**src/hw/rtl/tcd_pkg.sv**
```systemverilog
`timescale 1ns / 1ps

package tcd_pkg;

    // color kinds
    localparam logic [1:0] KIND_DEFAULT = 2'd0;
    localparam logic [1:0] KIND_INDEX   = 2'd1;
    localparam logic [1:0] KIND_RGB     = 2'd2;

    // terminal color modes
    localparam logic [1:0] MODE_NONE  = 2'd0;
    localparam logic [1:0] MODE_BASIC = 2'd1;
    localparam logic [1:0] MODE_256   = 2'd2;
    localparam logic [1:0] MODE_TRUE  = 2'd3;

    // configuration map
    localparam int         CFG_ADDR_W         = 3;
    localparam logic       REG_IDX_COLOR_MODE = 1'b0;
    localparam logic [1:0] COLOR_MODE_RESET   = MODE_TRUE;

    localparam int DIST_W     = 18;
    localparam int NUM_BASIC  = 16;
    localparam int BASIC_IDXW = 4;

    typedef struct packed {
        logic [7:0] red;
        logic [7:0] green;
        logic [7:0] blue;
    } t_rgb;

    typedef struct packed {
        logic [1:0] mode;
        logic [1:0] kind;
        logic [7:0] index;
        t_rgb       rgb;
    } t_item;

    function automatic t_rgb mk_rgb(input logic [7:0] r, input logic [7:0] g,
                                    input logic [7:0] b);
        t_rgb c;
        c.red   = r;
        c.green = g;
        c.blue  = b;
        return c;
    endfunction

    function automatic t_rgb basic_rgb(input logic [3:0] idx);
        t_rgb c;
        case (idx)
            4'd0:    c = mk_rgb(8'd0,   8'd0,   8'd0);
            4'd1:    c = mk_rgb(8'd205, 8'd0,   8'd0);
            4'd2:    c = mk_rgb(8'd0,   8'd205, 8'd0);
            4'd3:    c = mk_rgb(8'd205, 8'd205, 8'd0);
            4'd4:    c = mk_rgb(8'd0,   8'd0,   8'd238);
            4'd5:    c = mk_rgb(8'd205, 8'd0,   8'd205);
            4'd6:    c = mk_rgb(8'd0,   8'd205, 8'd205);
            4'd7:    c = mk_rgb(8'd229, 8'd229, 8'd229);
            4'd8:    c = mk_rgb(8'd127, 8'd127, 8'd127);
            4'd9:    c = mk_rgb(8'd255, 8'd0,   8'd0);
            4'd10:   c = mk_rgb(8'd0,   8'd255, 8'd0);
            4'd11:   c = mk_rgb(8'd255, 8'd255, 8'd0);
            4'd12:   c = mk_rgb(8'd92,  8'd92,  8'd255);
            4'd13:   c = mk_rgb(8'd255, 8'd0,   8'd255);
            4'd14:   c = mk_rgb(8'd0,   8'd255, 8'd255);
            default: c = mk_rgb(8'd255, 8'd255, 8'd255);
        endcase
        return c;
    endfunction

    // cube level (0..5) to channel value
    function automatic logic [7:0] cube_value(input logic [2:0] lvl);
        logic [7:0] v;
        case (lvl)
            3'd0:    v = 8'd0;
            3'd1:    v = 8'd95;
            3'd2:    v = 8'd135;
            3'd3:    v = 8'd175;
            3'd4:    v = 8'd215;
            default: v = 8'd255;
        endcase
        return v;
    endfunction

    // channel value to nearest cube level
    function automatic logic [2:0] chan_level(input logic [7:0] c);
        logic [2:0] l;
        if (c < 8'd48)       l = 3'd0;
        else if (c < 8'd115) l = 3'd1;
        else if (c < 8'd155) l = 3'd2;
        else if (c < 8'd195) l = 3'd3;
        else if (c < 8'd235) l = 3'd4;
        else                 l = 3'd5;
        return l;
    endfunction

    // base-6 high digit of 0..35 (the value divided by 6) by compares
    function automatic logic [2:0] div6(input logic [5:0] v);
        logic [2:0] q;
        q = 3'(v >= 6'd6) + 3'(v >= 6'd12) + 3'(v >= 6'd18)
          + 3'(v >= 6'd24) + 3'(v >= 6'd30);
        return q;
    endfunction

    // full palette index to its RGB value
    function automatic t_rgb palette_rgb(input logic [7:0] idx);
        t_rgb       c;
        logic [7:0] off;
        logic [2:0] lr;
        logic [2:0] lg;
        logic [5:0] rem;
        logic [5:0] rem6;
        logic [4:0] gs;
        logic [7:0] gv;
        off  = idx - 8'd16;
        lr   = 3'(off >= 8'd36) + 3'(off >= 8'd72) + 3'(off >= 8'd108)
             + 3'(off >= 8'd144) + 3'(off >= 8'd180);
        rem  = 6'(off - 8'd36 * {5'd0, lr});
        lg   = div6(rem);
        rem6 = rem - 6'({lg, 2'b0} + {1'b0, lg, 1'b0});
        gs   = 5'(idx - 8'd232);
        gv   = 8'd8 + {gs, 3'b0} + {2'b0, gs, 1'b0};
        if (idx < 8'd16) begin
            c = basic_rgb(idx[3:0]);
        end else if (idx < 8'd232) begin
            c = mk_rgb(cube_value(lr), cube_value(lg), cube_value(rem6[2:0]));
        end else begin
            c = mk_rgb(gv, gv, gv);
        end
        return c;
    endfunction

    function automatic logic [DIST_W-1:0] sq_dist(input t_rgb a, input t_rgb b);
        logic [7:0]  dr;
        logic [7:0]  dg;
        logic [7:0]  db;
        logic [15:0] sr;
        logic [15:0] sg;
        logic [15:0] sb;
        dr = (a.red   >= b.red)   ? a.red   - b.red   : b.red   - a.red;
        dg = (a.green >= b.green) ? a.green - b.green : b.green - a.green;
        db = (a.blue  >= b.blue)  ? a.blue  - b.blue  : b.blue  - a.blue;
        sr = 16'(dr) * 16'(dr);
        sg = 16'(dg) * 16'(dg);
        sb = 16'(db) * 16'(db);
        return DIST_W'(sr) + DIST_W'(sg) + DIST_W'(sb);
    endfunction

endpackage

```
**src/hw/rtl/terminal_color_degrader_core.sv**
```systemverilog
`timescale 1ns / 1ps

// Terminal color degrader: reduces one color per beat to what the terminal
// mode in color_mode can show (none, basic 16, 256 palette, truecolor).
// Input channel: i_valid / o_stall with kind, palette index and RGB fields.
// Output channel: o_valid / i_stall with the degraded color; fields that
// the result kind does not use are zero.
// Throughput: one beat per cycle, sustained, as long as the output is not
// stalled. Pipeline: an accepted beat passes the input register, stages 2
// to 4 and the output register; the depth is set by the path of the basic
// mode, which squares the distance to all 16 basic colors and then picks
// the nearest through a two-stage registered minimum tree.
// Stall: while the output holds a beat and i_stall is high, the whole
// pipeline freezes and o_stall is raised; nothing is dropped.
// Reset: synchronous, active low; empties the pipeline and sets color_mode
// to truecolor. color_mode is written through the APB port at addresses 0
// to 3 (paddr[2] low) and must only change while no beat is in flight.
module terminal_color_degrader_core
    import tcd_pkg::*;
(
    input  logic                  i_clk,
    input  logic                  i_rst_n,

    input  logic                  i_valid,
    output logic                  o_stall,
    input  logic [1:0]            i_color_kind,
    input  logic [7:0]            i_color_index,
    input  logic [7:0]            i_red,
    input  logic [7:0]            i_green,
    input  logic [7:0]            i_blue,

    output logic                  o_valid,
    input  logic                  i_stall,
    output logic [1:0]            o_out_kind,
    output logic [7:0]            o_out_index,
    output logic [7:0]            o_out_red,
    output logic [7:0]            o_out_green,
    output logic [7:0]            o_out_blue,

    input  logic                  psel,
    input  logic                  penable,
    input  logic                  pwrite,
    input  logic [CFG_ADDR_W-1:0] paddr,
    input  logic [31:0]           pwdata,
    output logic [31:0]           prdata,
    output logic                  pready
);

    logic [1:0] r_color_mode;
    logic       w_adv;

    // configuration
    assign pready = 1'b1;
    assign prdata = (paddr[2] == REG_IDX_COLOR_MODE) ? {30'd0, r_color_mode} : 32'd0;

    always_ff @(posedge i_clk) begin
        if (!i_rst_n) begin
            r_color_mode <= COLOR_MODE_RESET;
        end else if (psel && penable && pwrite && pready
                     && paddr[2] == REG_IDX_COLOR_MODE) begin
            r_color_mode <= pwdata[1:0];
        end
    end

    // whole pipe advances unless the output beat is held
    assign w_adv   = !(o_valid && i_stall);
    assign o_stall = !w_adv;

    // ---------------- stage 1: input register ----------------
    logic  r1_valid;
    t_item r1_item;

    always_ff @(posedge i_clk) begin
        if (!i_rst_n) begin
            r1_valid <= 1'b0;
        end else if (w_adv) begin
            r1_valid <= i_valid;
        end
        if (w_adv) begin
            r1_item.mode  <= r_color_mode;
            r1_item.kind  <= i_color_kind;
            r1_item.index <= i_color_index;
            r1_item.rgb   <= mk_rgb(i_red, i_green, i_blue);
        end
    end

    // target color, cube levels and channel average
    t_rgb        n_tgt;
    logic [9:0]  n_sum;
    logic [19:0] n_avg_prod;
    logic [2:0]  n_lvl_r;
    logic [2:0]  n_lvl_g;
    logic [2:0]  n_lvl_b;

    always_comb begin
        n_tgt      = (r1_item.kind == KIND_RGB) ? r1_item.rgb : palette_rgb(r1_item.index);
        n_sum      = 10'(r1_item.rgb.red) + 10'(r1_item.rgb.green) + 10'(r1_item.rgb.blue);
        // divide by 3: exact for sums below 2048
        n_avg_prod = 20'(n_sum) * 20'd683;
        n_lvl_r    = chan_level(r1_item.rgb.red);
        n_lvl_g    = chan_level(r1_item.rgb.green);
        n_lvl_b    = chan_level(r1_item.rgb.blue);
    end

    // ---------------- stage 2 ----------------
    logic       r2_valid;
    t_item      r2_item;
    t_rgb       r2_tgt;
    logic [7:0] r2_avg;
    logic [2:0] r2_lvl_r;
    logic [2:0] r2_lvl_g;
    logic [2:0] r2_lvl_b;

    always_ff @(posedge i_clk) begin
        if (!i_rst_n) begin
            r2_valid <= 1'b0;
        end else if (w_adv) begin
            r2_valid <= r1_valid;
        end
        if (w_adv) begin
            r2_item  <= r1_item;
            r2_tgt   <= n_tgt;
            r2_avg   <= n_avg_prod[18:11];
            r2_lvl_r <= n_lvl_r;
            r2_lvl_g <= n_lvl_g;
            r2_lvl_b <= n_lvl_b;
        end
    end

    // basic distances, cube and gray candidates
    logic [DIST_W-1:0] n_dist [NUM_BASIC];
    logic [7:0]        n_avg_m8;
    logic [15:0]       n_step_prod;
    logic [4:0]        n_step;
    logic [7:0]        n_gray_v;
    logic [7:0]        n_gray_idx;
    logic [7:0]        n_cube_idx;
    t_rgb              n_cube_rgb;
    t_rgb              n_gray_rgb;

    always_comb begin
        for (int i = 0; i < NUM_BASIC; i++) begin
            n_dist[i] = sq_dist(r2_tgt, basic_rgb(BASIC_IDXW'(i)));
        end
        n_avg_m8    = (r2_avg < 8'd8) ? 8'd0 : r2_avg - 8'd8;
        // divide by 10: exact for every 8-bit value
        n_step_prod = 16'(n_avg_m8) * 16'd205;
        n_step      = (n_step_prod[15:11] > 5'd23) ? 5'd23 : n_step_prod[15:11];
        n_gray_v    = 8'd8 + {n_step, 3'b0} + {2'b0, n_step, 1'b0};
        n_gray_idx  = 8'd232 + {3'd0, n_step};
        n_cube_idx  = 8'd16 + 8'd36 * {5'd0, r2_lvl_r}
                    + 8'd6 * {5'd0, r2_lvl_g} + {5'd0, r2_lvl_b};
        n_cube_rgb  = mk_rgb(cube_value(r2_lvl_r), cube_value(r2_lvl_g),
                             cube_value(r2_lvl_b));
        n_gray_rgb  = mk_rgb(n_gray_v, n_gray_v, n_gray_v);
    end

    // ---------------- stage 3 ----------------
    logic              r3_valid;
    t_item             r3_item;
    logic [DIST_W-1:0] r3_dist [NUM_BASIC];
    logic [7:0]        r3_cube_idx;
    logic [7:0]        r3_gray_idx;
    t_rgb              r3_cube_rgb;
    t_rgb              r3_gray_rgb;

    always_ff @(posedge i_clk) begin
        if (!i_rst_n) begin
            r3_valid <= 1'b0;
        end else if (w_adv) begin
            r3_valid <= r2_valid;
        end
        if (w_adv) begin
            r3_item     <= r2_item;
            r3_dist     <= n_dist;
            r3_cube_idx <= n_cube_idx;
            r3_gray_idx <= n_gray_idx;
            r3_cube_rgb <= n_cube_rgb;
            r3_gray_rgb <= n_gray_rgb;
        end
    end

    // first two levels of the minimum tree; the lower index keeps ties
    logic [DIST_W-1:0]     n_l1_d [8];
    logic [BASIC_IDXW-1:0] n_l1_i [8];
    logic [DIST_W-1:0]     n_l2_d [4];
    logic [BASIC_IDXW-1:0] n_l2_i [4];
    logic [DIST_W-1:0]     n_d_cube;
    logic [DIST_W-1:0]     n_d_gray;

    always_comb begin
        for (int i = 0; i < 8; i++) begin
            if (r3_dist[2*i+1] < r3_dist[2*i]) begin
                n_l1_d[i] = r3_dist[2*i+1];
                n_l1_i[i] = BASIC_IDXW'(2*i+1);
            end else begin
                n_l1_d[i] = r3_dist[2*i];
                n_l1_i[i] = BASIC_IDXW'(2*i);
            end
        end
        for (int i = 0; i < 4; i++) begin
            if (n_l1_d[2*i+1] < n_l1_d[2*i]) begin
                n_l2_d[i] = n_l1_d[2*i+1];
                n_l2_i[i] = n_l1_i[2*i+1];
            end else begin
                n_l2_d[i] = n_l1_d[2*i];
                n_l2_i[i] = n_l1_i[2*i];
            end
        end
        n_d_cube = sq_dist(r3_item.rgb, r3_cube_rgb);
        n_d_gray = sq_dist(r3_item.rgb, r3_gray_rgb);
    end

    // ---------------- stage 4 ----------------
    logic                  r4_valid;
    t_item                 r4_item;
    logic [DIST_W-1:0]     r4_min_d [4];
    logic [BASIC_IDXW-1:0] r4_min_i [4];
    logic [DIST_W-1:0]     r4_d_cube;
    logic [DIST_W-1:0]     r4_d_gray;
    logic [7:0]            r4_cube_idx;
    logic [7:0]            r4_gray_idx;

    always_ff @(posedge i_clk) begin
        if (!i_rst_n) begin
            r4_valid <= 1'b0;
        end else if (w_adv) begin
            r4_valid <= r3_valid;
        end
        if (w_adv) begin
            r4_item     <= r3_item;
            r4_min_d    <= n_l2_d;
            r4_min_i    <= n_l2_i;
            r4_d_cube   <= n_d_cube;
            r4_d_gray   <= n_d_gray;
            r4_cube_idx <= r3_cube_idx;
            r4_gray_idx <= r3_gray_idx;
        end
    end

    // last tree levels and result select
    logic [DIST_W-1:0]     n_l3_d [2];
    logic [BASIC_IDXW-1:0] n_l3_i [2];
    logic [BASIC_IDXW-1:0] n_basic;
    logic [7:0]            n_idx256;
    logic [1:0]            n_kind;
    logic [7:0]            n_index;
    t_rgb                  n_rgb;

    always_comb begin
        for (int i = 0; i < 2; i++) begin
            if (r4_min_d[2*i+1] < r4_min_d[2*i]) begin
                n_l3_d[i] = r4_min_d[2*i+1];
                n_l3_i[i] = r4_min_i[2*i+1];
            end else begin
                n_l3_d[i] = r4_min_d[2*i];
                n_l3_i[i] = r4_min_i[2*i];
            end
        end
        n_basic  = (n_l3_d[1] < n_l3_d[0]) ? n_l3_i[1] : n_l3_i[0];
        // cube wins a tie
        n_idx256 = (r4_d_cube <= r4_d_gray) ? r4_cube_idx : r4_gray_idx;

        n_kind  = KIND_DEFAULT;
        n_index = 8'd0;
        n_rgb   = mk_rgb(8'd0, 8'd0, 8'd0);
        if (r4_item.mode != MODE_NONE) begin
            case (r4_item.kind)
                KIND_INDEX: begin
                    n_kind = KIND_INDEX;
                    if (r4_item.mode == MODE_BASIC && r4_item.index >= 8'd16) begin
                        n_index = {4'd0, n_basic};
                    end else begin
                        n_index = r4_item.index;
                    end
                end
                KIND_RGB: begin
                    case (r4_item.mode)
                        MODE_TRUE: begin
                            n_kind = KIND_RGB;
                            n_rgb  = r4_item.rgb;
                        end
                        MODE_256: begin
                            n_kind  = KIND_INDEX;
                            n_index = n_idx256;
                        end
                        default: begin
                            n_kind  = KIND_INDEX;
                            n_index = {4'd0, n_basic};
                        end
                    endcase
                end
                default: begin
                    n_kind = KIND_DEFAULT;
                end
            endcase
        end
    end

    // ---------------- output register ----------------
    logic       r_out_valid;
    logic [1:0] r_out_kind;
    logic [7:0] r_out_index;
    t_rgb       r_out_rgb;

    always_ff @(posedge i_clk) begin
        if (!i_rst_n) begin
            r_out_valid <= 1'b0;
        end else if (w_adv) begin
            r_out_valid <= r4_valid;
        end
        if (w_adv) begin
            r_out_kind  <= n_kind;
            r_out_index <= n_index;
            r_out_rgb   <= n_rgb;
        end
    end

    assign o_valid     = r_out_valid;
    assign o_out_kind  = r_out_kind;
    assign o_out_index = r_out_index;
    assign o_out_red   = r_out_rgb.red;
    assign o_out_green = r_out_rgb.green;
    assign o_out_blue  = r_out_rgb.blue;

    // ---------------- assertions ----------------
    a_rgb_zero_unless_rgb: assert property (@(posedge i_clk) disable iff (!i_rst_n)
        o_valid && o_out_kind != KIND_RGB
        |-> o_out_red == 8'd0 && o_out_green == 8'd0 && o_out_blue == 8'd0)
        else $error("RGB fields nonzero on a non-RGB result");

    a_index_zero_unless_index: assert property (@(posedge i_clk) disable iff (!i_rst_n)
        o_valid && o_out_kind != KIND_INDEX |-> o_out_index == 8'd0)
        else $error("index nonzero on a non-index result");

    a_mode_none_default: assert property (@(posedge i_clk) disable iff (!i_rst_n)
        r4_valid && w_adv && r4_item.mode == MODE_NONE
        |=> o_valid && o_out_kind == KIND_DEFAULT)
        else $error("mode none produced a non-default color");

    a_basic_index_range: assert property (@(posedge i_clk) disable iff (!i_rst_n)
        r4_valid && w_adv && r4_item.mode == MODE_BASIC && r4_item.kind == KIND_INDEX
        |=> o_valid && o_out_index[7:4] == 4'd0)
        else $error("basic mode produced an index above 15");

endmodule
```
**config.mk**
```make
export PLATFORM = sky130hd
export DESIGN_NAME = terminal_color_degrader_core
export DESIGN_NICKNAME = d
export VERILOG_FILES = /design/src/hw/rtl/tcd_pkg.sv /design/src/hw/rtl/terminal_color_degrader_core.sv
export SDC_FILE = /design/constraint.sdc
export NUM_CORES = 2
export LEC_CHECK = 0
export BUFFER_PORTS_ARGS = -buffer_cell sky130_fd_sc_hd__buf_4
export CORE_UTILIZATION = 46
export DETAILED_ROUTE_END_ITERATION = 6
export GPL_ROUTABILITY_DRIVEN = 0
export PLACE_DENSITY = 0.74
export SYNTH_ARGS = -nofsm -noshare
export SYNTH_HDL_FRONTEND = slang
export SYNTH_SLANG_ARGS = --single-unit
```
**constraint.sdc**
```tcl
create_clock -name i_clk -period 30.6 [get_ports i_clk]
set_input_delay 6.12 -clock i_clk [delete_from_list [all_inputs] [get_ports i_clk]]
set_output_delay 6.12 -clock i_clk [all_outputs]
set_load 0.005 [all_outputs]
```
==> impl_metrics.yaml <==
critical_path:
  cp-end-kind: "output pin"
  reg2reg_from: "r3_item[8]$_DFFE_PN_"
  crit_path_frequent_cell: "buf_4"
  worstPathRequired_ns: 24.48
  cp_slowest_cell: "nand2_4"
  reg2reg_to: "r4_d_cube[17]$_DFFE_PN_"
  cp_num_buf_inv: 3
  ff2ff_path_depth: 30
  critPathMaxFanout: 53
  worst_setup_path_start_kind: "input pin"
  r2r_slack_ns: 19.81
  slowest_delay_ns: 0.56
  worstSetupPathType: "in2out"
  crit_chain: "buf_4 > nand2_4 > inv_1 > buf_4"
  crit_family: "buffers and inverters"
  crit_arrival_ns: 7.27
synth:
  synthMuxAreaShare_pct: 3.226
  yosysWarnings: 0
  yosysUniqueCellTypes: 88
  synth-edff-count: 654
  synthArstFlopShare_pct: 0
  synth_area_um2: 93870
  synth_compound_area_share_pct: 9.987
  avgSynthCellArea_um2: 9.600
  synth_top_family_by_area: "adder cells"
  ys_ff_latch: 682
  synth_xor_area_share_pct: 5.819
  yosys.area_share.simple_pct: 10.16
  synth_adder_area_share_pct: 40.69
  ys_seq_area_share_pct: 21.52
  synthCells: 9778
  ys.flop_type: "edfxtp_1"
sta:
  fin_skew_ns: 0.07136
  maxSlewViolCount: 0
  finalSetupTns_ns: 0
  max_slew_margin_pct: 9.685
  fmax_mhz: 74.68
  timing.hold.ws_ns: 0.4112
  finalCritPeriodShare_pct: 43.76
  finalWorstPathRequiredPeriod_ns: 13.39
  tightest_slew_ns: 1.337
  rsz0062_at_grt: "false"
  hold_viol: 0
  setup_viol_count_final: 0
global_route:
  grt_start_max_net_pins: 188
  antenna_found_initial: 1
  grt_first_pass_wirelength_mm: 389.3
  grt_pass1_vias: 72543
  grt_usage_pct: 24.26
  grt-ovfl-total: 0
clock_network:
  clk_pin_slew_worst_paths_ns: 0.06
  cts_resized: 0
  cts_setup_buffers: 0
  clkLatencyLatePin_ns: 0.72
  clock-sinks: 682
  htree_levels: 3
  clockBufferDepth: 3
  hold_buffers: 0
  cts_buffers: 78
  cts_tree: "built"
  clockRootBuffer: "clkbuf_16"
final_layout:
  design_area_um2: 100800
  layout_commonest_cell: "inv_1"
  final_nets: 12473
  fillers: 17828
  syn2layout_area_growth_pct: 7.431
  layout_common_cells: "inv_1 (1,928), ha_1 (1,497), fa_1 (972), nor2_1 (901), edfxtp_1 (654)"
  final_layout_size_suffix_gt1_share_pct: 4.744
  instances_no_fill: 12664
route:
  via_per_inst: 5.544
  first_iter_violations: 5567
  wl_mm: 250.6
  drc_errors: 0
  num_vias: 70206
  drt_first_pass_iters: 6
  final_antenna_net_count: 0
  detail_route.wl_per_cell_um: 19.79
die:
  core_um2: 202500
  num_rows: 165
  io_pins: 145
  initial_utilization_pct: 46.35
  chipHeight_um: 453.7
  die_area_um2: 205900
  die_w_um: 453.7
place:
  place.port_buffers: 81
  post-dp-hpwl_mm: 210.7
  placed_cells: 12520
  post_dp_cell_area_um2: 98190
run_status:
  status: "finished, final reports clean"
hold_path:
  hold_path_class: "reg2reg"
  min_from: "r3_cube_idx[5]$_DFFE_PN_"
  worstHoldEndpoint: "r4_cube_idx[5]$_DFFE_PN_"
  hold_depth: 0
flow_run:
  drv_cap: 0
flip-flops by register name, indices dropped and copies added (netlist names), 6 cells and up, named ones only:
signal / cells
r3_item: 36
r4_item: 36
r4_d_gray: 18
o_out_blue: 8
r2_item: 36
r3_cube_rgb: 15
r3_cube_idx: 8
r4_gray_idx: 6
r4_d_cube: 18
r2_avg: 8
r3_dist: 271
r2_tgt: 24
r1_item: 36
r4_min_d: 72
o_out_index: 8
r3_gray_idx: 6
o_out_green: 8
r4_min_i: 8
r4_cube_idx: 8
o_out_red: 8
kinds of logic (layout without fill, tap and decap cells):
kind of cell    count (synthesis)  in the layout
other cells                     2             45
buf+inv                      2111           2282
xor+xnor                      622            622
fa+ha+maj                    2470           2470
compound gates               1475           1475
mux                           297            297
simple gates                 2119           2119
flops                         682            682
worst max-delay path by stage:
stage	startpoint	slack, ns	cells after the start	to
after floorplan	i_stall	0.24	3	o_stall
after global placement	i_stall	17.18	4	o_stall
after detailed placement	i_stall	17.16	4	o_stall
after CTS	i_stall	17.16	4	o_stall
after global routing	i_stall	17.13	4	o_stall
final	i_stall	17.21	4	o_stall
per-stage QoR:
step	util, %	setup slack (ns)
5_1_grt	49.80	17.13
2_1_floorplan	-	0.2435
4_1_cts	49.79	17.16
3_5_place_dp	48.48	17.16
6_report	49.80	17.21
3_3_place_gp	48.48	17.18
cell type report:
type	count	area [um^2]	share of cell area [%]
Multi-Input combinational cell	7027	65860	65.31
Clock buffer	95	2036	2.019
Inverter	1940	7282	7.221
Timing Repair Buffer	199	1506	1.494
Clock inverter	48	615.6	0.6104
Antenna cell	1	2.502	0.002481
Sequential cell	682	20200	20.03
Tap cell	2672	3343	3.315
metal layers:
layer / vias to the layer above / part of all wire (%) / track usage (%)
met5: - / 0 / 0
met4: 0 / 6.7 / 14.09
met3: 717 / 8.2 / 3.536
met2: 2826 / 46 / 39.83
met1: 34156 / 40 / 30.41
li1: 32507 / - / -
synth_stat cells (all sizes together) (7+ instances only):
cell | number | area (um^2)
a21o | 179 | 1344
nor2b | 110 | 688.2
xor2 | 167 | 1470
and2 | 70 | 437.9
and3 | 32 | 200.2
mux2i | 256 | 2562
o311a | 7 | 70.07
buf | 68 | 395.4
a211oi | 45 | 337.8
dfxtp | 28 | 560.5
o2111ai | 13 | 113.9
or2 | 64 | 400.4
o211ai | 29 | 217.7
a221o | 9 | 90.09
a211o | 10 | 87.58
clkbuf | 103 | 386.6
xnor2 | 455 | 3993
nor2 | 901 | 3382
o22ai | 9 | 56.30
nand4 | 42 | 262.8
o21bai | 68 | 514.2
o21a | 74 | 555.5
fa | 972 | 19460
or4 | 8 | 60.06
a31o | 21 | 183.9
nand3 | 112 | 560.5
o21ai | 284 | 1425
mux2 | 41 | 465.4
a31oi | 45 | 287.8
nor3 | 162 | 810.8
a21boi | 37 | 277.8
nand2b | 71 | 444.2
a41o | 14 | 140.1
edfxtp | 654 | 19640
nor4 | 10 | 62.56
o31ai | 21 | 157.7
a21oi | 508 | 2546
a2111oi | 11 | 102.6
ha | 1497 | 18730
o41a | 12 | 135.1
o41ai | 20 | 193.9
nand2 | 476 | 1787
inv | 1934 | 7259
or3 | 34 | 212.7
worst reg2reg max path, delay by kind of cell (launching register included):
family	cells	cell delay, ns
fa+ha+maj	9	4.64
compound gates	9	2.95
simple gates	6	1.16
flops	1	0.75
buf+inv	4	0.63
mux	1	0.32
xor+xnor	1	0.14
Power is left out: the tool's default activity adds up to more than one toggle a clock period on the data nets, which glitch-free logic cannot reach.
